[config.mk]
export PLATFORM = sky130hd
export DESIGN_NAME = md5_block_compression_flat
export DESIGN_NICKNAME = d
export VERILOG_FILES = /design/src/design/md5_pkg.sv /design/src/design/md5_if.sv /design/src/design/md5_block_compression.sv /design/src/flat_wrapper.sv
export SDC_FILE = /design/constraint.sdc
export NUM_CORES = 2
export LEC_CHECK = 0
export ABC_AREA = 0
export BUFFER_PORTS_ARGS = -buffer_cell sky130_fd_sc_hd__buf_4
export CORE_MARGIN = 4
export CORE_UTILIZATION = 40
export DETAILED_ROUTE_END_ITERATION = 10
export GPL_TIMING_DRIVEN = 0
export PLACE_DENSITY = 0.54
export SLEW_MARGIN = 20
export SYNTH_ARGS = -nofsm -noshare
export SYNTH_HDL_FRONTEND = slang
export SYNTH_SLANG_ARGS = --single-unit
[constraint.sdc]
create_clock -name i_clk -period 18.8 [get_ports i_clk]
set_clock_uncertainty 0.2 [all_clocks]
set_input_delay 4.7 -clock i_clk [delete_from_list [all_inputs] [get_ports i_clk]]
set_output_delay 4.7 -clock i_clk [all_outputs]
set_load 0.02 [all_outputs]
[src/design/md5_pkg.sv]
`timescale 1ns / 1ps

package md5_pkg;

    // Standard initial chaining values
    localparam logic [31:0] IV_A = 32'h67452301;
    localparam logic [31:0] IV_B = 32'hEFCDAB89;
    localparam logic [31:0] IV_C = 32'h98BADCFE;
    localparam logic [31:0] IV_D = 32'h10325476;

    localparam int unsigned BLOCK_WORDS = 16;
    localparam int unsigned NUM_ROUNDS  = 64;

    typedef logic [3:0] t_word_pos;
    typedef logic [5:0] t_round;
    typedef logic [1:0] t_dig_idx;

    localparam t_word_pos LAST_WORD  = t_word_pos'(BLOCK_WORDS - 1);
    localparam t_round    LAST_ROUND = t_round'(NUM_ROUNDS - 1);
    localparam t_dig_idx  LAST_DIG   = 2'd3;

    // Round groups, selected by round[5:4]
    localparam logic [1:0] GRP_F = 2'd0;
    localparam logic [1:0] GRP_G = 2'd1;
    localparam logic [1:0] GRP_H = 2'd2;
    localparam logic [1:0] GRP_I = 2'd3;

    typedef enum logic [2:0] {
        S_IDLE,
        S_LOAD,
        S_ROUND,
        S_ADD,
        S_OUT
    } t_state;

    // Message word index used by a round
    function automatic t_word_pos msg_index(input t_round rnd);
        t_word_pos x;
        t_word_pos g;
        x = rnd[3:0];
        case (rnd[5:4])
            GRP_F:   g = x;
            GRP_G:   g = t_word_pos'((x << 2) + x + 4'd1);
            GRP_H:   g = t_word_pos'((x << 1) + x + 4'd5);
            GRP_I:   g = t_word_pos'((x << 3) - x);
            default: g = x;
        endcase
        return g;
    endfunction

    // Left-rotate amount of a round
    function automatic logic [4:0] rot_amount(input t_round rnd);
        logic [4:0] s;
        case ({rnd[5:4], rnd[1:0]})
            4'h0:    s = 5'd7;
            4'h1:    s = 5'd12;
            4'h2:    s = 5'd17;
            4'h3:    s = 5'd22;
            4'h4:    s = 5'd5;
            4'h5:    s = 5'd9;
            4'h6:    s = 5'd14;
            4'h7:    s = 5'd20;
            4'h8:    s = 5'd4;
            4'h9:    s = 5'd11;
            4'hA:    s = 5'd16;
            4'hB:    s = 5'd23;
            4'hC:    s = 5'd6;
            4'hD:    s = 5'd10;
            4'hE:    s = 5'd15;
            default: s = 5'd21;
        endcase
        return s;
    endfunction

    // Additive round constants
    function automatic logic [31:0] round_const(input t_round rnd);
        logic [31:0] k;
        case (rnd)
            6'd0:  k = 32'hD76AA478;  6'd1:  k = 32'hE8C7B756;
            6'd2:  k = 32'h242070DB;  6'd3:  k = 32'hC1BDCEEE;
            6'd4:  k = 32'hF57C0FAF;  6'd5:  k = 32'h4787C62A;
            6'd6:  k = 32'hA8304613;  6'd7:  k = 32'hFD469501;
            6'd8:  k = 32'h698098D8;  6'd9:  k = 32'h8B44F7AF;
            6'd10: k = 32'hFFFF5BB1;  6'd11: k = 32'h895CD7BE;
            6'd12: k = 32'h6B901122;  6'd13: k = 32'hFD987193;
            6'd14: k = 32'hA679438E;  6'd15: k = 32'h49B40821;
            6'd16: k = 32'hF61E2562;  6'd17: k = 32'hC040B340;
            6'd18: k = 32'h265E5A51;  6'd19: k = 32'hE9B6C7AA;
            6'd20: k = 32'hD62F105D;  6'd21: k = 32'h02441453;
            6'd22: k = 32'hD8A1E681;  6'd23: k = 32'hE7D3FBC8;
            6'd24: k = 32'h21E1CDE6;  6'd25: k = 32'hC33707D6;
            6'd26: k = 32'hF4D50D87;  6'd27: k = 32'h455A14ED;
            6'd28: k = 32'hA9E3E905;  6'd29: k = 32'hFCEFA3F8;
            6'd30: k = 32'h676F02D9;  6'd31: k = 32'h8D2A4C8A;
            6'd32: k = 32'hFFFA3942;  6'd33: k = 32'h8771F681;
            6'd34: k = 32'h6D9D6122;  6'd35: k = 32'hFDE5380C;
            6'd36: k = 32'hA4BEEA44;  6'd37: k = 32'h4BDECFA9;
            6'd38: k = 32'hF6BB4B60;  6'd39: k = 32'hBEBFBC70;
            6'd40: k = 32'h289B7EC6;  6'd41: k = 32'hEAA127FA;
            6'd42: k = 32'hD4EF3085;  6'd43: k = 32'h04881D05;
            6'd44: k = 32'hD9D4D039;  6'd45: k = 32'hE6DB99E5;
            6'd46: k = 32'h1FA27CF8;  6'd47: k = 32'hC4AC5665;
            6'd48: k = 32'hF4292244;  6'd49: k = 32'h432AFF97;
            6'd50: k = 32'hAB9423A7;  6'd51: k = 32'hFC93A039;
            6'd52: k = 32'h655B59C3;  6'd53: k = 32'h8F0CCC92;
            6'd54: k = 32'hFFEFF47D;  6'd55: k = 32'h85845DD1;
            6'd56: k = 32'h6FA87E4F;  6'd57: k = 32'hFE2CE6E0;
            6'd58: k = 32'hA3014314;  6'd59: k = 32'h4E0811A1;
            6'd60: k = 32'hF7537E82;  6'd61: k = 32'hBD3AF235;
            6'd62: k = 32'h2AD7D2BB;  default: k = 32'hEB86D391;
        endcase
        return k;
    endfunction

endpackage

[src/design/md5_if.sv]
`timescale 1ns / 1ps

// Message word channel
interface md5_in_if;
    logic        valid;
    logic        ready;
    logic [31:0] message_word;
    logic        new_message;

    modport source(output valid, output message_word, output new_message, input ready);
    modport sink(input valid, input message_word, input new_message, output ready);
endinterface

// Digest word channel
interface md5_out_if;
    logic        valid;
    logic        ready;
    logic [1:0]  digest_index;
    logic [31:0] digest_word;
    logic        last_of_digest;

    modport source(output valid, output digest_index, output digest_word,
                   output last_of_digest, input ready);
    modport sink(input valid, input digest_index, input digest_word,
                 input last_of_digest, output ready);
endinterface

[src/design/md5_block_compression.sv]
`timescale 1ns / 1ps

// Channel   Dir  Payload                                        Transactions
// i_msg     in   message_word[31:0], new_message                one per word
// o_dig     out  digest_index[1:0], digest_word[31:0],          four per block
//                last_of_digest
//
// Words 1..15 of a block are only stored. The 16th word starts the
// compression: a load step, 64 rounds of the shared round unit (one round
// per cycle), a chaining-add step, then 4 digest transactions.
// i_msg.ready is low from the 16th word until the last digest word is taken.
// Synchronous active-low reset loads the standard initial chaining value.
module md5_block_compression (
    input  logic         i_clk,
    input  logic         i_rst_n,
    md5_in_if.sink       i_msg,
    md5_out_if.source    o_dig
);
    import md5_pkg::*;

    t_state      r_state, n_state;
    t_word_pos   r_pos;
    t_round      r_round;
    t_dig_idx    r_idx;
    logic [31:0] r_chain [4];
    logic [31:0] r_a, r_b, r_c, r_d;
    logic [31:0] r_km;
    logic [31:0] r_msg_mem [BLOCK_WORDS];

    logic        in_xfer;
    logic        out_xfer;
    t_word_pos   wr_pos;
    t_round      rd_round;
    logic [31:0] f_val;
    logic [31:0] t_sum;
    logic [63:0] rot_wide;
    logic [31:0] new_b;

    assign in_xfer  = i_msg.valid && i_msg.ready;
    assign out_xfer = o_dig.valid && o_dig.ready;
    assign wr_pos   = i_msg.new_message ? '0 : r_pos;

    // Round to prefetch: round 0 while loading, else the next one
    assign rd_round = (r_state == S_ROUND) ? t_round'(r_round + 6'd1) : '0;

    // Shared round unit
    always_comb begin
        case (r_round[5:4])
            GRP_F:   f_val = (r_b & r_c) | (~r_b & r_d);
            GRP_G:   f_val = (r_d & r_b) | (~r_d & r_c);
            GRP_H:   f_val = r_b ^ r_c ^ r_d;
            GRP_I:   f_val = r_c ^ (r_b | ~r_d);
            default: f_val = r_b;
        endcase
        t_sum    = f_val + r_a + r_km;
        rot_wide = {t_sum, t_sum} << rot_amount(r_round);
        new_b    = r_b + rot_wide[63:32];
    end

    // State register
    always_ff @(posedge i_clk) begin
        if (!i_rst_n) begin
            r_state <= S_IDLE;
        end else begin
            r_state <= n_state;
        end
    end

    // Next state and handshake outputs
    always_comb begin
        n_state              = r_state;
        i_msg.ready          = 1'b0;
        o_dig.valid          = 1'b0;
        o_dig.digest_index   = r_idx;
        o_dig.digest_word    = r_chain[r_idx];
        o_dig.last_of_digest = (r_idx == LAST_DIG);
        case (r_state)
            S_IDLE: begin
                i_msg.ready = 1'b1;
                if (i_msg.valid && wr_pos == LAST_WORD) begin
                    n_state = S_LOAD;
                end
            end
            S_LOAD: begin
                n_state = S_ROUND;
            end
            S_ROUND: begin
                if (r_round == LAST_ROUND) begin
                    n_state = S_ADD;
                end
            end
            S_ADD: begin
                n_state = S_OUT;
            end
            S_OUT: begin
                o_dig.valid = 1'b1;
                if (o_dig.ready && r_idx == LAST_DIG) begin
                    n_state = S_IDLE;
                end
            end
            default: begin
                n_state = S_IDLE;
            end
        endcase
    end

    // Control counters and chaining value
    always_ff @(posedge i_clk) begin
        if (!i_rst_n) begin
            r_pos      <= '0;
            r_round    <= '0;
            r_idx      <= '0;
            r_chain[0] <= IV_A;
            r_chain[1] <= IV_B;
            r_chain[2] <= IV_C;
            r_chain[3] <= IV_D;
        end else begin
            if (in_xfer) begin
                r_pos <= (wr_pos == LAST_WORD) ? '0 : t_word_pos'(wr_pos + 4'd1);
                if (i_msg.new_message) begin
                    r_chain[0] <= IV_A;
                    r_chain[1] <= IV_B;
                    r_chain[2] <= IV_C;
                    r_chain[3] <= IV_D;
                end
            end
            if (r_state == S_ROUND) begin
                r_round <= t_round'(r_round + 6'd1);
            end
            if (r_state == S_ADD) begin
                r_chain[0] <= r_chain[0] + r_a;
                r_chain[1] <= r_chain[1] + r_b;
                r_chain[2] <= r_chain[2] + r_c;
                r_chain[3] <= r_chain[3] + r_d;
            end
            if (out_xfer) begin
                r_idx <= t_dig_idx'(r_idx + 2'd1);
            end
        end
    end

    // Block store and working registers
    always_ff @(posedge i_clk) begin
        if (in_xfer) begin
            r_msg_mem[wr_pos] <= i_msg.message_word;
        end
        r_km <= round_const(rd_round) + r_msg_mem[msg_index(rd_round)];
        if (r_state == S_LOAD) begin
            r_a <= r_chain[0];
            r_b <= r_chain[1];
            r_c <= r_chain[2];
            r_d <= r_chain[3];
        end else if (r_state == S_ROUND) begin
            r_a <= r_d;
            r_d <= r_c;
            r_c <= r_b;
            r_b <= new_b;
        end
    end

    // Checks
    a_no_overlap: assert property (@(posedge i_clk) disable iff (!i_rst_n)
        !(i_msg.ready && o_dig.valid))
        else $error("input and output open at once");

    a_block_start: assert property (@(posedge i_clk) disable iff (!i_rst_n)
        (in_xfer && wr_pos == LAST_WORD) |=> (r_state == S_LOAD))
        else $error("full block did not start compression");

    a_round_step: assert property (@(posedge i_clk) disable iff (!i_rst_n)
        (r_state == S_ROUND && r_round != LAST_ROUND)
            |=> (r_state == S_ROUND && r_round == t_round'($past(r_round) + 6'd1)))
        else $error("round counter skipped");

    a_pos_clear: assert property (@(posedge i_clk) disable iff (!i_rst_n)
        (r_state != S_IDLE) |-> (r_pos == '0))
        else $error("word position not cleared during compression");

    a_back_idle: assert property (@(posedge i_clk) disable iff (!i_rst_n)
        (out_xfer && o_dig.last_of_digest) |=> (i_msg.ready && r_idx == '0))
        else $error("block did not return to idle after digest");

endmodule

[src/flat_wrapper.sv]
// flat-port wrapper written by rule: the top's interface ports become plain ports
module md5_block_compression_flat import md5_pkg::*;
  (i_clk, i_rst_n, i_msg_valid, i_msg_message_word, i_msg_new_message, i_msg_ready, o_dig_valid, o_dig_digest_index, o_dig_digest_word, o_dig_last_of_digest, o_dig_ready);
  md5_in_if i_msg_i ();
  md5_out_if o_dig_i ();
  input  logic i_clk;
  input  logic i_rst_n;
  input wire logic [$bits(i_msg_i.valid)-1:0] i_msg_valid;
  input wire logic [$bits(i_msg_i.message_word)-1:0] i_msg_message_word;
  input wire logic [$bits(i_msg_i.new_message)-1:0] i_msg_new_message;
  output wire logic [$bits(i_msg_i.ready)-1:0] i_msg_ready;
  output wire logic [$bits(o_dig_i.valid)-1:0] o_dig_valid;
  output wire logic [$bits(o_dig_i.digest_index)-1:0] o_dig_digest_index;
  output wire logic [$bits(o_dig_i.digest_word)-1:0] o_dig_digest_word;
  output wire logic [$bits(o_dig_i.last_of_digest)-1:0] o_dig_last_of_digest;
  input wire logic [$bits(o_dig_i.ready)-1:0] o_dig_ready;
  assign i_msg_i.valid = i_msg_valid;
  assign i_msg_i.message_word = i_msg_message_word;
  assign i_msg_i.new_message = i_msg_new_message;
  assign i_msg_ready = i_msg_i.ready;
  assign o_dig_valid = o_dig_i.valid;
  assign o_dig_digest_index = o_dig_i.digest_index;
  assign o_dig_digest_word = o_dig_i.digest_word;
  assign o_dig_last_of_digest = o_dig_i.last_of_digest;
  assign o_dig_i.ready = o_dig_ready;
  md5_block_compression u_core (.i_clk(i_clk), .i_rst_n(i_rst_n), .i_msg(i_msg_i), .o_dig(o_dig_i));
endmodule
Word-level counts from Yosys, hierarchy flattened
Memory sizes are Yosys's and may differ from the RTL's. A register that Yosys moved wholly into a read port is not among the register bits.
Index checks and enable logic that the tools add are counted.
{ "totals": {"regBits": 175, "output_inout_bits": 37, "ramBits": 640, "rom_bits": 2128, "in_bits": 37, "elab_cells": 116, "mem_count": 4} }
{ "mem_list": {"columns": ["name", "depth", "word_bits", "read_ports", "rd_ports_with_merged_regs", "wr", "line_no", "rtl"], "rows": [
  ["(no name shown)", 64, 32, 1, 0, 0, "md5_pkg.sv:78", "case (rnd)"],
  ["u_core.r_msg_mem", 16, 32, 1, 0, 1, "md5_block_compression.sv:28", "logic [31:0] r_msg_mem [BLOCK_WORDS];"],
  ["u_core.r_chain", 4, 32, 5, 1, 4, "md5_block_compression.sv:25", "logic [31:0] r_chain [4];"],
  ["(no name shown)", 16, 5, 1, 1, 0, "md5_pkg.sv:54", "case ({rnd[5:4], rnd[1:0]})"]
]} }
{ "classes": {"n_addsub": 16, "n_mux": 41, "bitwise_logic": 20, "reduce_logical": 9, "n_shift": 1, "n_eq_ne": 16} }
{ "op_table": {"columns": ["op", "count"], "rows": [
  ["32-bit two-way mux", 16],
  ["32-bit adder", 8],
  ["32-bit AND", 4],
  ["32-bit case mux with 4 select lines", 1],
  ["32-bit bitwise OR", 3],
  ["32-bit XOR", 3],
  ["32-bit NOT", 2],
  ["64-bit by 5-bit << shifter with 64-bit output", 1],
  ["4-bit two-way mux", 4],
  ["4-bit case mux with 4 select lines", 1],
  ["3-bit case mux with 5 select lines", 1],
  ["1-bit two-way mux", 12],
  ["2-bit == test (second input constant)", 5],
  ["3-bit two-way mux", 3],
  ["4-bit by 1-bit adder with 4-bit output (second input constant)", 2],
  ["4-bit adder", 2],
  ["1-bit bitwise OR", 8],
  ["6-bit by 1-bit adder with 6-bit output (second input constant)", 1],
  ["3-bit by 2-bit == test with 1-bit output (second input constant)", 2],
  ["6-bit == test (second input constant)", 1],
  ["6-bit two-way mux", 1],
  ["2-bit by 1-bit inequality test with 1-bit output (second input constant)", 3],
  ["4-bit by 3-bit adder with 4-bit output (second input constant)", 1],
  ["2-bit by 1-bit == test with 1-bit output (second input constant)", 2],
  ["other kinds (11)", 16]
]} }

Depth between registers and ports, before layout
{ "depth": {"depth_word": 10, "mapped_depth": 35, "mapped_depth_nobuf": 34} }

Worst setup path before layout
Ideal clock, no wire load.
{ "synth_timing": {"path_type": "register to register", "start": "register u_core.r_round[5]", "end": "register u_core.r_b[30], data pin", "period_less_slack_ps": 8398, "path_stages_with_launch": 34, "setup_time_ps": 265, "setup_slack_ps": 10402, "path_buffers": 2, "arrival_ps": 7932, "required_time_ps": 18335, "cell_sequence": "dfxtp_1 > clkbuf_1 > clkbuf_1 > nor2_1 > a221oi_1 > a21oi_1 > fa_1 > inv_1 > ha_1 > fa_1 > a21o_1 > and4_4 > o211a_1 > nor2_2 > o31ai_2 > a221o_1 > xor2_1 > mux4_2 > nand2_1 > o21ai_1 > mux4_2 > ha_1 > fa_1 > a21o_1 > a21oi_1 > o21ai_1 > a221o_1 > a31o_2 > a31o_2 > a221o_1 > a211o_1 > a31oi_1 > xor2_1 > o21ai_1"} }
{ "synth_via": {"elab_chain_len": 8, "word_cells_on_any_way": 11, "cone_classes": "add/sub: 3; eq/ne: 3; shift: 1; mux: 3; reduce/logical: 1"} }
{ "synth_rtl": {"columns": ["item", "line_no", "rtl"], "rows": [
  ["start, declared", "md5_block_compression.sv:23", "t_round r_round;"],
  ["start signal, assigned", "md5_block_compression.sv:128", "r_round <= t_round'(r_round + 6'd1);"],
  ["2-bit == test, or another cell as far along", "md5_block_compression.sv:48", "case (r_round[5:4])"],
  ["32-bit case mux with 4 select lines *", "md5_block_compression.sv:48", null],
  ["32-bit adder * (2 in a row)", "md5_block_compression.sv:55", "t_sum = f_val + r_a + r_km;"],
  ["64-bit by 5-bit << shifter with 64-bit output *", "md5_block_compression.sv:56", "rot_wide = {t_sum, t_sum} << rot_amount(r_round);"],
  ["32-bit adder *", "md5_block_compression.sv:57", "new_b = r_b + rot_wide[63:32];"],
  ["32-bit two-way mux *", "md5_block_compression.sv:153", "end else if (r_state == S_ROUND) begin"],
  ["32-bit two-way mux *", "md5_block_compression.sv:148", "if (r_state == S_LOAD) begin"],
  ["end signal, assigned", "md5_block_compression.sv:150", "r_b <= r_chain[1];"],
  ["end signal, assigned", "md5_block_compression.sv:157", "r_b <= new_b;"],
  ["end, declared", "md5_block_compression.sv:26", "logic [31:0] r_a, r_b, r_c, r_d;"]
]} }
Mark *: on every way between the ends. The rest lies on a longest branch, timed or not. The select of a mux whose other input is x is not followed.
A chain may end at the register's enable or synchronous reset.

Worst setup path in the final report
{ "layout_timing": {"start": "register u_core.r_state[0]", "end": "register u_core.r_km[30]"} }
{ "layout_via": {"elab_chain_len": 7, "word_cells_on_any_way": 15, "cone_classes": "add/sub: 6; eq/ne: 4; mux: 2; reduce/logical: 1; memory: 2"} }
{ "layout_rtl": {"columns": ["item", "line_no", "rtl"], "rows": [
  ["start, declared", "md5_block_compression.sv:21", "t_state r_state, n_state;"],
  ["start signal, assigned", "md5_block_compression.sv:65", "r_state <= n_state;"],
  ["3-bit by 2-bit == test with 1-bit output *", "md5_block_compression.sv:44", "assign rd_round = (r_state == S_ROUND) ? t_round'(r_round + 6'd1) : '0;"],
  ["6-bit two-way mux *", "md5_block_compression.sv:44", null],
  ["4-bit adder, on equally long branches", "md5_pkg.sv:44, md5_pkg.sv:43", null],
  ["4-bit by 3-bit adder with 4-bit output or 4-bit by 1-bit adder with 4-bit output (tied branches)", "md5_pkg.sv:44, md5_pkg.sv:43", null],
  ["4-bit case mux with 4 select lines", "md5_pkg.sv:41", "case (rnd[5:4])"],
  ["memory 16 x 32 bit", null, null],
  ["32-bit adder *", "md5_block_compression.sv:147", "r_km <= round_const(rd_round) + r_msg_mem[msg_index(rd_round)];"],
  ["end signal, assigned", "md5_block_compression.sv:147", null],
  ["end, declared", "md5_block_compression.sv:27", "logic [31:0] r_km;"]
]} }
Mark *: on every way between the ends. The rest lies on a longest branch, timed or not.

==> out/results.txt <==
Setup repair bufs after CTS = 0
Worst hold path type = flip-flop to flip-flop
CTS Root Cell = clkbuf_16
Syn. warnings = 0
Clock-pin slew on the worst setup and hold paths = 60 ps
Top cell family by delay on the critical path = compound AO/OA/AOI/OAI gates
Worst setup EP type = flip-flop
First-pass GRT wire length = 274 mm
Worst path slowest cell = o31ai_1
Seq cells post-synth = 822
Synth area leaders = edfxtp_1 (43%), mux4_2 (8.6%), ha_1 (6.9%)
Main flop type after synthesis = edfxtp_1
Core area = 126000 um^2
Hold_ws = 289 ps
Number of synthesized flops with an enable pin = 736
Status = finished clean
Final setup viols = 0
Leakage = 21.4 nW
Post-CTS Hold Buffers = 0
Synth Cell Area = 50900 um^2
H-tree levels = 3
Initial core utilization = 40.4%
Clock buffer depth = 3
PortBufs = 72
Power per standard cell area = 82.3 nW/um^2
Arrival time at the worst endpoint = 12740 ps
Die ar. = 133000 um^2
Pre-Repair DR Iteration Count = 6
CTS-repair resized insts = 0
# nets final = 5212
Count of different cell masters after synthesis = 94
Crit path required time = 19200 ps
Post-synthesis async set-or-reset flop share = 0%
DR iter-0 viols = 4227
Clock sink count = 822
Buf/Inv on CP = 8
Vias in the first global route = 38900
Area of the multi-input gates = 25500 um^2
Die W = 365 um
Total wire length = 190 mm
Seq/Total Area, Yosys = 46.8%
Via count = 40000
Slew @ Worst Pin = 1180 ps
Max FO, Critical Path = 13
Commonest cells in the netlist = edfxtp_1 (736), nand2_1 (585), a21oi_1 (382)
Site Rows = 130
Fillcell total = 11700
Antenna violations before repair = 9
P&R area growth vs syn = 13.2%
Worst vdd ir = 0.0000845 V
FF/Latch Area = 23800 um^2
Grt total ovfl = 0
Mapped Nets = 5015
Final hold violations = 0
Via density = 6.08
Most frequent cell after synthesis = edfxtp_1
Slew headroom = 20.9%
Util after Layout = 45.7%
ANT nets after route = 0
HPWL after DPL = 142 mm
Crit-path max cell delay = 890 ps
Die span in y = 365 um
Worst Setup Start Kind = flip-flop
Clock latency on the worst-skew pair = 720 ps
TritonCTS clock tree = built
Mapped Cells = 4658
Yosys top cell area share = 43.4%
Tcrit/Tclk final = 65.6%
Number of I/O pins = 74
Area leader, netlist = edfxtp_1
TritonCTS buffer count = 92
Synthesized area per cell = 10.9 um^2
Crit Path Class = flip-flop to flip-flop
DR DRC count = 0
Pins Over Slew Limit = 0
Period minus WS final = 12340 ps
Gr usage total = 28.3%
Largest net degree at the start of global routing = 42
Layout cell share with drive strength beyond 1 = 11.4%
Final Wtd Congestion = 0.984
Max Cap Viol = 0
FMAX = 81.1 MHz
DR WL/cell = 28.9 um
RSZ-0062 raised after global routing = no
Setup TNS = 0 ps
Crit path top cell by count = clkbuf_1
per-stage QoR:
| step | std cells | power [mW] | cell area (um^2) | setup WS, ps |
|---|---|---|---|---|
| 2_1_floorplan | 4658 | 2.65 | 50900 | 10400 |
| 3_3_place_gp | 6380 | 2.89 | 53500 | 6650 |
| 3_5_place_dp | 6411 | 2.90 | 54500 | 6850 |
| 4_1_cts | 6580 | 4.77 | 57600 | 6740 |
| 5_1_grt | 6580 | 4.93 | 57600 | 6150 |
| 6_report | 6582 | 4.74 | 57600 | 6460 |
report_power, final:
part | total [mW] | internal (mW) | switching, mW
registers | 2.04 | 2.03 | 0.0123
clock network | 1.87 | 1.08 | 0.786
logic | 0.836 | 0.332 | 0.504
total | 4.74 | 3.44 | 1.30
flip-flops by register name, summed over array words and instances (netlist names), named ones only:
signal                     count
u_core.r_c                    32
u_core.r_round                 6
u_core.r_msg_mem             512
u_core.r_b                    32
u_core.r_km                   32
u_core.r_pos                   4
u_core.r_state                 3
u_core.o_dig.digest_index      2
u_core.r_a                    32
u_core.r_d                    32
u_core.r_chain               128
placed cells by master (no fill, tap or decap), types with 19 or more instances in the layout:
master	n
nor2b_1	65
o22ai_1	31
clkbuf_1	200
buf_16	20
fa_1	39
and3_1	25
buf_2	29
o21ai_0	273
mux4_2	194
a221oi_1	40
o21bai_1	28
a21o_1	91
a211oi_1	74
nor2_1	264
clkbuf_16	96
xor2_1	91
xnor2_1	139
nand3_1	104
buf_1	33
mux2i_1	74
mux2_2	19
nor3_1	60
a21oi_1	381
nand2_1	581
buf_4	73
a21boi_0	19
nand2b_1	69
o211ai_1	41
inv_1	209
dfxtp_1	86
o21a_1	30
and2_1	21
edfxtp_1	736
ha_1	281
a31oi_1	48
cells by family (layout without fill, tap and decap cells):
family                     count (synthesis)  in the layout  share of synthesized area (%)
DFF                                      822            822                           46.8
buffers and inverters                    465            737                           3.51
AOI/OAI and AO/OA                       1227           1227                           15.2
other                                      0              2                              0
xor gates and xnor gates                 231            231                           3.97
adders and majority gates                321            321                           8.46
muxes                                    287            287                           10.5
and+or+nand+nor                         1305           1305                           11.6
routing by layer:
metal / GRT usage [%] / wire length [um] / vias to the layer above
met2: 45.4 / 87200 / 1663
li1: - / - / 17900
met5: 0 / 40 / -
met3: 5.79 / 14900 / 371
met1: 38.1 / 80200 / 20100
met4: 10.4 / 7840 / 6
layout make-up:
| class | instances | share of cell area, % |
|---|---|---|
| clock inverter | 48 | 1.05 |
| inverter | 214 | 1.39 |
| timing repair buffer | 103 | 2.25 |
| antenna | 2 | 0.00869 |
| sequential | 822 | 41.4 |
| tap | 1650 | 3.58 |
| buffer | 251 | 1.73 |
| clock buffer | 121 | 4.40 |
| multi-input combinational | 3371 | 44.2 |
worst paths after layout:
check	from	endpoint	slack, ps	depth (start not counted)
max	u_core.r_state[0]	u_core.r_km[30]	6460	27
min	u_core.r_chain[2][13]	u_core.r_chain[2][13]	290	2
max reg2reg	u_core.r_state[0]	u_core.r_km[30]	6460	27
min reg2reg	u_core.r_chain[2][13]	u_core.r_chain[2][13]	290	2
worst min-delay path: cells and delay by family, from the launching register on:
family | cells | cell delay (ps)
flops | 1 | 330
simple gates | 1 | 60
compound gates | 1 | 50
Note: power is estimated with default switching activity, not from simulation.
